## config.mk

```make
export PLATFORM = sky130hd
export DESIGN_NAME = bitmap_page_allocator
export DESIGN_NICKNAME = d
export VERILOG_FILES = /design/src/rtl/bpa_pkg.sv /design/src/rtl/bpa_div.sv /design/src/rtl/bpa_datapath.sv /design/src/rtl/bpa_ctrl.sv /design/src/rtl/bitmap_page_allocator.sv
export SDC_FILE = /design/constraint.sdc
export NUM_CORES = 2
export LEC_CHECK = 0
export BUFFER_PORTS_ARGS = -buffer_cell sky130_fd_sc_hd__clkbuf_2
export CAP_MARGIN = 20
export CORE_ASPECT_RATIO = 1.25
export CORE_MARGIN = 8
export CORE_UTILIZATION = 55
export CTS_CLUSTER_DIAMETER = 60
export DETAILED_ROUTE_END_ITERATION = 12
export PLACE_DENSITY = 0.69
export SYNTH_ARGS = -nofsm -noshare
export SYNTH_HDL_FRONTEND = slang
export SYNTH_SLANG_ARGS = --single-unit
```

## constraint.sdc

```tcl
create_clock -name i_clk -period 17.2 [get_ports i_clk]
set_clock_uncertainty 0.2 [all_clocks]
set_input_delay 0.86 -clock i_clk [delete_from_list [all_inputs] [get_ports i_clk]]
set_output_delay 0.86 -clock i_clk [all_outputs]
set_load 0.01 [all_outputs]
```

## src/rtl/bpa_pkg.sv

```systemverilog
`timescale 1ns / 1ps
`default_nettype none

package bpa_pkg;

    localparam int PAGE_W = 12;
    localparam int CMD_W  = 2;
    localparam int STAT_W = 2;
    localparam int CFG_W  = 13;

    // Configuration register map, indexed by word address.
    localparam logic [0:0]       REG_PAGE_COUNT   = 1'b0;
    localparam logic [CFG_W-1:0] PAGE_COUNT_RESET = 13'd4096;

    // Request commands.
    localparam logic [CMD_W-1:0] CMD_ALLOC   = 2'd0;
    localparam logic [CMD_W-1:0] CMD_FREE    = 2'd1;
    localparam logic [CMD_W-1:0] CMD_RESERVE = 2'd2;

    // Response status codes.
    localparam logic [STAT_W-1:0] STAT_OK      = 2'd0;
    localparam logic [STAT_W-1:0] STAT_NO_FREE = 2'd1;
    localparam logic [STAT_W-1:0] STAT_RANGE   = 2'd2;

    typedef struct packed {
        logic [CMD_W-1:0]  cmd;
        logic [PAGE_W-1:0] page_no;
    } t_req;

    typedef struct packed {
        logic [PAGE_W-1:0] result_page;
        logic [STAT_W-1:0] status;
    } t_rsp;

    // Commands from the controller to the datapath.
    typedef struct packed {
        logic accept;
        logic init_wr;
        logic load_start;
        logic rd_en;
        logic check;
        logic next_word;
        logic wrap;
        logic write;
        logic resp_load;
    } t_ctl;

    // Status from the datapath to the controller.
    typedef struct packed {
        logic imm;
        logic is_alloc;
        logic hit;
        logic more;
        logic can_wrap;
        logic init_last;
        logic out_free;
    } t_sts;

endpackage

`default_nettype wire

```

## src/rtl/bpa_div.sv

```systemverilog
`timescale 1ns / 1ps
`default_nettype none

// Two-stage division by a constant: a multiply by a rounded-up reciprocal,
// exact for every input of XW bits, then the word base is rebuilt.
module bpa_div #(
    parameter int XW      = 13,
    parameter int DIVISOR = 32,
    parameter int QW      = 7
) (
    input  logic          i_clk,
    input  logic [XW-1:0] i_x,
    output logic [QW-1:0] o_q,
    output logic [XW-1:0] o_base
);

    localparam int LOGD = $clog2(DIVISOR);
    localparam int SH   = XW + LOGD;
    localparam int MW   = XW + 1;
    localparam logic [63:0] RECIP =
        ((64'd1 << SH) + 64'(DIVISOR) - 64'd1) / 64'(DIVISOR);
    localparam logic [MW-1:0] RECIP_M = RECIP[MW-1:0];

    logic [XW+MW-1:0]    r_prod;
    logic [XW+MW-1-SH:0] quot;
    logic [QW-1:0]       r_q;
    logic [XW-1:0]       r_base;

    assign quot = r_prod[XW+MW-1:SH];

    always_ff @(posedge i_clk) begin
        r_prod <= (XW+MW)'(i_x) * (XW+MW)'(RECIP_M);
        r_q    <= quot[QW-1:0];
        r_base <= XW'(quot) * XW'(DIVISOR);
    end

    assign o_q    = r_q;
    assign o_base = r_base;

endmodule

`default_nettype wire

```

## src/rtl/bpa_datapath.sv

```systemverilog
`timescale 1ns / 1ps
`default_nettype none

module bpa_datapath #(
    parameter int MAX_PAGES = 4096,
    parameter int WORD_BITS = 32
) (
    input  logic                     i_clk,
    input  logic                     i_rst_n,
    input  bpa_pkg::t_req            i_req,
    input  logic [bpa_pkg::CFG_W-1:0] i_page_count,
    input  bpa_pkg::t_ctl            i_ctl,
    input  logic                     i_rsp_ready,
    output bpa_pkg::t_sts            o_sts,
    output logic                     o_rsp_valid,
    output bpa_pkg::t_rsp            o_rsp
);

    import bpa_pkg::*;

    localparam int MAP_WORDS = (MAX_PAGES + WORD_BITS - 1) / WORD_BITS;
    localparam int WAW       = (MAP_WORDS > 1) ? $clog2(MAP_WORDS) : 1;
    localparam int BW        = $clog2(WORD_BITS);
    localparam int PGW       = $clog2(MAX_PAGES);
    localparam int SUMW      = $clog2(MAX_PAGES + WORD_BITS);
    localparam int AW        = (SUMW > CFG_W) ? SUMW : CFG_W;

    logic [WORD_BITS-1:0] mem [MAP_WORDS];

    logic [CMD_W-1:0]     r_cmd;
    logic [AW-1:0]        r_x;
    logic [PGW-1:0]       r_search;
    logic [WAW-1:0]       r_word;
    logic [AW-1:0]        r_base;
    logic                 r_phase_b;
    logic [BW-1:0]        r_bit;
    logic [WORD_BITS-1:0] r_rdata;
    logic [WAW-1:0]       r_init_cnt;
    t_rsp                 r_res;
    logic                 r_out_vld;
    t_rsp                 r_out;

    logic [AW-1:0]        cnt_ext, count, idx_ext, search_ext, start;
    logic                 req_alloc, req_frees, req_imm;
    logic [WAW-1:0]       div_q;
    logic [AW-1:0]        div_base;
    logic [AW-1:0]        lo, hi, lo_d, hi_d, next_base, page_sum;
    logic [WORD_BITS-1:0] lo_mask, hi_mask, free_bits, bit_mask;
    logic [BW-1:0]        enc_bit;
    logic                 mem_we;
    logic [WAW-1:0]       mem_waddr;
    logic [WORD_BITS-1:0] mem_wdata;

    // Effective page count and the start of the next-fit search.
    assign cnt_ext    = AW'(i_page_count);
    assign count      = (cnt_ext > AW'(MAX_PAGES)) ? AW'(MAX_PAGES) : cnt_ext;
    assign idx_ext    = AW'(i_req.page_no);
    assign search_ext = AW'(r_search);
    assign start      = (search_ext < count) ? search_ext : '0;

    assign req_alloc = (i_req.cmd == CMD_ALLOC);
    assign req_frees = (i_req.cmd == CMD_FREE) || (i_req.cmd == CMD_RESERVE);
    assign req_imm   = (req_alloc && (count == '0)) ||
                       (req_frees && (idx_ext >= count)) ||
                       (!req_alloc && !req_frees);

    bpa_div #(
        .XW      (AW),
        .DIVISOR (WORD_BITS),
        .QW      (WAW)
    ) u_div (
        .i_clk  (i_clk),
        .i_x    (r_x),
        .o_q    (div_q),
        .o_base (div_base)
    );

    // Window of the current word that lies inside [lo, hi).
    assign lo        = r_phase_b ? '0 : r_x;
    assign hi        = r_phase_b ? r_x : count;
    assign lo_d      = lo - r_base;
    assign hi_d      = hi - r_base;
    assign next_base = r_base + AW'(WORD_BITS);
    assign page_sum  = r_base + AW'(r_bit);

    always_comb begin
        if (lo <= r_base) begin
            lo_mask = {WORD_BITS{1'b1}};
        end else begin
            lo_mask = {WORD_BITS{1'b1}} << lo_d[BW-1:0];
        end
        if (hi >= next_base) begin
            hi_mask = {WORD_BITS{1'b1}};
        end else if (hi <= r_base) begin
            hi_mask = '0;
        end else begin
            hi_mask = ~({WORD_BITS{1'b1}} << hi_d[BW-1:0]);
        end
    end

    assign free_bits = ~r_rdata & lo_mask & hi_mask;

    // Lowest free bit wins.
    always_comb begin
        enc_bit = '0;
        for (int i = WORD_BITS - 1; i >= 0; i--) begin
            if (free_bits[i]) begin
                enc_bit = BW'(i);
            end
        end
    end

    assign bit_mask  = {{(WORD_BITS-1){1'b0}}, 1'b1} << r_bit;
    assign mem_we    = i_ctl.init_wr || i_ctl.write;
    assign mem_waddr = i_ctl.init_wr ? r_init_cnt : r_word;
    assign mem_wdata = i_ctl.init_wr ? {WORD_BITS{1'b1}} :
                       (r_cmd == CMD_FREE) ? (r_rdata & ~bit_mask) : (r_rdata | bit_mask);

    always_ff @(posedge i_clk) begin
        if (mem_we) begin
            mem[mem_waddr] <= mem_wdata;
        end
        if (i_ctl.rd_en) begin
            r_rdata <= mem[r_word];
        end
    end

    always_ff @(posedge i_clk) begin
        if (!i_rst_n) begin
            r_init_cnt <= '0;
            r_search   <= '0;
            r_out_vld  <= 1'b0;
        end else begin
            if (i_ctl.init_wr) begin
                r_init_cnt <= r_init_cnt + WAW'(1);
            end
            if (i_ctl.write) begin
                r_search <= page_sum[PGW-1:0];
            end
            if (i_ctl.resp_load) begin
                r_out_vld <= 1'b1;
            end else if (i_rsp_ready) begin
                r_out_vld <= 1'b0;
            end
        end
    end

    always_ff @(posedge i_clk) begin
        if (i_ctl.accept) begin
            r_cmd             <= i_req.cmd;
            r_x               <= req_alloc ? start : idx_ext;
            r_res.result_page <= req_alloc ? '0 : i_req.page_no;
            r_res.status      <= req_alloc ? STAT_NO_FREE :
                                 req_frees ? STAT_RANGE : STAT_OK;
        end
        if (i_ctl.load_start) begin
            r_word    <= div_q;
            r_base    <= div_base;
            r_phase_b <= 1'b0;
        end else if (i_ctl.next_word) begin
            r_word <= r_word + WAW'(1);
            r_base <= next_base;
        end else if (i_ctl.wrap) begin
            r_word    <= '0;
            r_base    <= '0;
            r_phase_b <= 1'b1;
        end
        if (i_ctl.check) begin
            r_bit <= (r_cmd == CMD_ALLOC) ? enc_bit : lo_d[BW-1:0];
        end
        if (i_ctl.write) begin
            r_res.result_page <= page_sum[PAGE_W-1:0];
            r_res.status      <= STAT_OK;
        end
        if (i_ctl.resp_load) begin
            r_out <= r_res;
        end
    end

    assign o_sts.imm       = req_imm;
    assign o_sts.is_alloc  = (r_cmd == CMD_ALLOC);
    assign o_sts.hit       = |free_bits;
    assign o_sts.more      = (next_base < hi);
    assign o_sts.can_wrap  = !r_phase_b && (r_x != '0);
    assign o_sts.init_last = (r_init_cnt == WAW'(MAP_WORDS - 1));
    assign o_sts.out_free  = !r_out_vld || i_rsp_ready;

    assign o_rsp_valid = r_out_vld;
    assign o_rsp       = r_out;

endmodule

`default_nettype wire

```

## src/rtl/bpa_ctrl.sv

```systemverilog
`timescale 1ns / 1ps
`default_nettype none

module bpa_ctrl (
    input  logic          i_clk,
    input  logic          i_rst_n,
    input  logic          i_req_valid,
    input  bpa_pkg::t_sts i_sts,
    output logic          o_req_ready,
    output bpa_pkg::t_ctl o_ctl
);

    import bpa_pkg::*;

    typedef enum logic [8:0] {
        ST_INIT  = 9'b000000001,
        ST_IDLE  = 9'b000000010,
        ST_DIV1  = 9'b000000100,
        ST_DIV2  = 9'b000001000,
        ST_SETUP = 9'b000010000,
        ST_RD    = 9'b000100000,
        ST_CHK   = 9'b001000000,
        ST_WR    = 9'b010000000,
        ST_RESP  = 9'b100000000
    } t_state;

    t_state r_state, n_state;

    always_ff @(posedge i_clk) begin
        if (!i_rst_n) begin
            r_state <= ST_INIT;
        end else begin
            r_state <= n_state;
        end
    end

    always_comb begin
        n_state = r_state;
        o_ctl   = '0;
        unique case (r_state)
            ST_INIT: begin
                o_ctl.init_wr = 1'b1;
                if (i_sts.init_last) begin
                    n_state = ST_IDLE;
                end
            end
            ST_IDLE: begin
                if (i_req_valid) begin
                    o_ctl.accept = 1'b1;
                    n_state      = i_sts.imm ? ST_RESP : ST_DIV1;
                end
            end
            ST_DIV1: n_state = ST_DIV2;
            ST_DIV2: n_state = ST_SETUP;
            ST_SETUP: begin
                o_ctl.load_start = 1'b1;
                n_state          = ST_RD;
            end
            ST_RD: begin
                o_ctl.rd_en = 1'b1;
                n_state     = ST_CHK;
            end
            ST_CHK: begin
                if (!i_sts.is_alloc || i_sts.hit) begin
                    o_ctl.check = 1'b1;
                    n_state     = ST_WR;
                end else if (i_sts.more) begin
                    o_ctl.next_word = 1'b1;
                    n_state         = ST_RD;
                end else if (i_sts.can_wrap) begin
                    o_ctl.wrap = 1'b1;
                    n_state    = ST_RD;
                end else begin
                    n_state = ST_RESP;
                end
            end
            ST_WR: begin
                o_ctl.write = 1'b1;
                n_state     = ST_RESP;
            end
            ST_RESP: begin
                if (i_sts.out_free) begin
                    o_ctl.resp_load = 1'b1;
                    n_state         = ST_IDLE;
                end
            end
            default: n_state = ST_INIT;
        endcase
    end

    assign o_req_ready = (r_state == ST_IDLE);

endmodule

`default_nettype wire

```

## src/rtl/bitmap_page_allocator.sv

```systemverilog
`timescale 1ns / 1ps
`default_nettype none

// Page frame allocator with one used bit per page, held in a single-port word
// memory, and a next-fit search index. After reset the block first runs a
// clearing pass that marks every page used, one map word per cycle, and it
// takes no request until that pass is done; software then frees the pages
// that really exist. An allocate request scans the map word by word from the
// search index up to the page count, then wraps round to page 0, and returns
// the lowest free page it meets. A request that can be answered at once
// (unknown command, index out of range, page count of zero) goes straight
// from acceptance to the response state. Free and reserve pass through the
// divider states DIV1 and DIV2, which split the index into word and bit, then
// SETUP, then a read, a check and a write of the map word. An allocate request
// repeats the read and the check for each map word until a free page turns
// up; a full miss with wrap-around reads up to MAP_WORDS + 1 words. One
// request is in the block at a time, but a finished response waits in the
// output register while the next request is accepted.
module bitmap_page_allocator #(
    parameter int MAX_PAGES = 4096,
    parameter int WORD_BITS = 32
) (
    input  logic          i_clk,
    input  logic          i_rst_n,

    input  logic          i_req_valid,
    output logic          o_req_ready,
    input  bpa_pkg::t_req i_req,

    output logic          o_rsp_valid,
    input  logic          i_rsp_ready,
    output bpa_pkg::t_rsp o_rsp,

    input  logic          psel,
    input  logic          penable,
    input  logic          pwrite,
    input  logic [2:0]    paddr,
    input  logic [31:0]   pwdata,
    output logic [31:0]   prdata,
    output logic          pready
);

    import bpa_pkg::*;

    logic [CFG_W-1:0] r_page_count;
    logic             cfg_wr;
    t_ctl             ctl;
    t_sts             sts;

    // The register port is a simple APB slave with no wait states. The
    // register is picked by word address; byte offset bits are ignored.
    assign pready = 1'b1;
    assign cfg_wr = psel && penable && pwrite && (paddr[2] == REG_PAGE_COUNT);

    always_ff @(posedge i_clk) begin
        if (!i_rst_n) begin
            r_page_count <= PAGE_COUNT_RESET;
        end else if (cfg_wr) begin
            r_page_count <= pwdata[CFG_W-1:0];
        end
    end

    assign prdata = (paddr[2] == REG_PAGE_COUNT) ? 32'(r_page_count) : '0;

    // The controller sequences each request; the datapath holds the map, the
    // search index, the scan window and the output register.
    bpa_ctrl u_ctrl (
        .i_clk       (i_clk),
        .i_rst_n     (i_rst_n),
        .i_req_valid (i_req_valid),
        .i_sts       (sts),
        .o_req_ready (o_req_ready),
        .o_ctl       (ctl)
    );

    bpa_datapath #(
        .MAX_PAGES (MAX_PAGES),
        .WORD_BITS (WORD_BITS)
    ) u_datapath (
        .i_clk        (i_clk),
        .i_rst_n      (i_rst_n),
        .i_req        (i_req),
        .i_page_count (r_page_count),
        .i_ctl        (ctl),
        .i_rsp_ready  (i_rsp_ready),
        .o_sts        (sts),
        .o_rsp_valid  (o_rsp_valid),
        .o_rsp        (o_rsp)
    );

endmodule

`default_nettype wire

```

==> qor.yml <==
drt:
  wl_per_cell_um: 36.0
  vias_per_cell: 6.70
  wirelength_um: 428000
  drtPass1Iterations: 6
  vias: 79741
  postRouteAntennaNets: 0
  first_iter_violations: 10497
  post-route-drc-count: 0
critical_path:
  r2r-start: "u_datapath.r_base[5]"
  endpoint_kind: "flop"
  cp_slowest_stage_delay_ps: 730
  worstPathCellList: "nand3_1 > nor3_1 > nand3_1 > xnor2_1 > ha_1 > and4_1 > nand4_1 > a31o_1 > a21oi_2 > nand2_1 > o21bai_1 > o31ai_1 > nor4_1 > nand4_1 > nand2_1"
  critPathBufInv: 0
  crit_path_max_fanout: 19
  r2r_slack_ps: 10430
  cp-start-kind: "flop"
  cp.required_ps: 17560
  reg2reg_depth: 15
  critPathTopFamily: "simple AND/OR/NAND/NOR gates"
  critPathArrivalTime_ps: 7130
  r2r_end: "u_datapath.r_base[12]"
  crit_type: "flop to flop"
  crit_path_top_delay_cell: "a21oi_2"
timing:
  max_freq_mhz: 148
  period_share_pct: 39.3
  tns_ps: 0
  maxSlewViolCount: 0
  setup_viol: 0
  rsz0062_at_grt: "no"
  min_period_ps: 6770
  hold_viol: 0
  relSlewSlack_pct: 18.1
  worstMarginPinSlew_ps: 1220
cts:
  clockRootBuffer: "clkbuf_16"
  clkTransAtPathRegs_ps: 60
  cts_made_buffers: 397
  clk_latency_ps: 940
  cts_setup_buffers: 0
  post_cts_resized: 0
  hold_buffers: 16
  cts_max_level: 5
  cts_tree: "built"
  clock-sinks: 4252
  clockBufferDepth: 4
yosys:
  synth_area_leaders: "edfxtp_1 (76%), mux4_2 (18%), dfxtp_1 (0.77%), clkbuf_1 (0.55%), ha_1 (0.54%)"
  yosysWarningCount: 0
  async_flop_share_pct: 0
  syn_avg_cell_area_um2: 23.1
  ys_types: 83
  synthTopCellsByCount: "edfxtp_1 (4,188), mux4_2 (1,336), clkbuf_1 (243)"
  seq_area_frac_synth_pct: 76.5
  synthesis.area_um2: 166000
  synth_seq_cells: 4252
  yosysTopAreaCellShare_pct: 75.7
  syn_inst: 7202
  yosysMostFrequentCell: "edfxtp_1"
  synth_edf_count: 4188
  synth_area_leader_cell: "edfxtp_1"
  yosys_most_used_dff: "edfxtp_1"
global_route:
  met3_usage_pct: 4.36
  globalRouteTotalUtil_pct: 26.4
  gr-max-usage-layer: "met2"
  globalRouteMet1Util_pct: 35.8
  grt_pass1_wl_um: 600000
  met2_usage_pct: 44.2
  grt_pass1_vias: 80434
  grt_overflow: 0
  grt_antenna_before_repair: 24
  grt_start_max_net_pins: 131
power:
  switching_share_pct: 22.8
  p_leak_nw: 54.2
  cellPowerDensity_nw_per_um2: 122
  p_switching_mw: 5.21
  p_int_mw: 17.6
  pwr-share-seq_pct: 54.6
  combPwrFrac_pct: 7.2
  p_clk_share_pct: 38.2
  ir_drop_uv: 109
floorplanning:
  ios: 105
  fp.dieArea_um2: 320000
  coreArea_um2: 300000
  num_rows: 225
  die_y_um: 630
  initial_core_util_pct: 55.3
  fp.dieW_um: 507
finish:
  fin_util_pct: 62.0
  drive_above_1_share_pct: 31.1
  multi_input_area_um2: 38500
  regArea_um2: 127000
  fillers: 19731
  nets: 7722
  area_growth_pct: 12.2
hold_path:
  min_to: "u_ctrl.r_state[0]"
  min_from: "i_rst_n"
  hold_class: "input pin to flop"
  holdPathStages: 2
placement:
  place_congestion: 0.872
  dpl.hpwl_um: 229000
  port_buffers: 63
outcome:
  outcome: "finished clean"
job:
  cap_violations: 0
flip-flops by register name, summed over array words and instances, names as in the netlist:
register / count
u_datapath.u_div.o_base: 7
u_datapath.u_div.r_prod: 7
u_ctrl.r_state: 9
u_datapath.r_bit: 5
u_datapath.r_word: 7
u_datapath.r_base: 13
u_datapath.o_rsp_valid: 1
u_datapath.r_init_cnt: 7
u_datapath.r_res: 14
u_datapath.r_cmd: 2
u_datapath.r_x: 12
u_datapath.r_rdata: 32
u_datapath.mem: 4096
r_page_count: 13
u_datapath.o_rsp: 14
u_datapath.r_phase_b: 1
u_datapath.r_search: 12
power by group through the flow:
stage,clock network [mW],registers (mW),logic (mW)
finish,8.72,12.5,1.65
global route,9.20,12.5,1.72
CTS,8.83,12.5,1.65
detailed placement,0,12.7,1.65
global placement,0,12.7,1.55
floorplan,0,13.0,0.736
placed cells by master (no fill, tap or decap), types with 45 or more instances in the layout:
| master | count |
|---|---|
| edfxtp_1 | 4188 |
| mux4_2 | 1336 |
| clkbuf_16 | 403 |
| buf_4 | 264 |
| nand2_1 | 184 |
| nor2_4 | 129 |
| o21ai_0 | 124 |
| a21oi_1 | 93 |
| nor2_1 | 77 |
| clkbuf_1 | 76 |
| clkinv_1 | 75 |
| clkinv_2 | 72 |
| ha_1 | 71 |
| dfxtp_1 | 64 |
| clkbuf_2 | 63 |
| inv_1 | 61 |
| nor2b_1 | 46 |
| nand2b_1 | 45 |
worst max path at each step:
| stage | start | slack (ps) | end | depth (start not counted) |
|---|---|---|---|---|
| 2_1_floorplan | u_datapath.r_cmd[0] | 6130 | u_datapath.mem[0][14] | 4 |
| 3_3_place_gp | u_datapath.r_base[5] | 10550 | u_datapath.r_word[4] | 15 |
| 3_5_place_dp | u_datapath.r_base[5] | 10530 | u_datapath.r_word[5] | 15 |
| 4_1_cts | u_datapath.r_base[5] | 10500 | u_datapath.r_base[12] | 15 |
| 5_1_grt | u_datapath.r_base[5] | 10040 | u_datapath.r_word[4] | 15 |
| 6_report | u_datapath.r_base[5] | 10430 | u_datapath.r_base[12] | 15 |
per-stage QoR:
stage	worst slack, ps	area (um2)	hold WS, ps	total power, mW	std cells
final	10430	186000	36.0	22.8	11909
after global routing	10040	186000	19.2	23.4	11894
after CTS	10500	186000	4.45	22.9	11883
after detailed placement	10530	173000	112	14.3	11148
after global placement	10550	173000	114	14.2	11146
after floorplan	6130	166000	110	13.7	7220
layout make-up:
| class | count | share of cell area (%) |
|---|---|---|
| Multi-Input combinational cell | 2524 | 20.7 |
| Clock buffer | 485 | 5.61 |
| Inverter | 62 | 0.125 |
| Timing Repair Buffer | 355 | 1.45 |
| Clock inverter | 234 | 1.27 |
| Sequential cell | 4252 | 68.2 |
| Tap cell | 3972 | 2.67 |
| Antenna cell | 25 | 0.0336 |
kinds of logic after synthesis:
| logic type | synth area share (%) |
|---|---|
| AOI/OAI and AO/OA | 1.41 |
| xor gates and xnor gates | 0.179 |
| adders and majority gates | 0.571 |
| buffers and inverters | 1.06 |
| DFF | 76.5 |
| muxes | 18.4 |
| other | 0.00452 |
| and+or+nand+nor | 1.83 |
layer usage:
metal | part of all wire [%] | routed length, um | vias up
met5 | 0.0086 | 37 | -
met4 | 3.9 | 16800 | 6
met3 | 9.4 | 40200 | 764
met2 | 50 | 215000 | 4373
met1 | 36 | 156000 | 43076
li1 | - | - | 31522
worst reg2reg max path, cell delays in order, from the launching register on:
cell,delay [ps]
edfxtp_1,520
nand3_1,230
nor3_1,530
nand3_1,170
xnor2_1,200
ha_1,340
and4_1,260
nand4_1,150
a31o_1,370
a21oi_2,730
nand2_1,690
o21bai_1,500
o31ai_1,150
nor4_1,500
nand4_1,220
nand2_1,620
(Power assumes the default switching activity.)
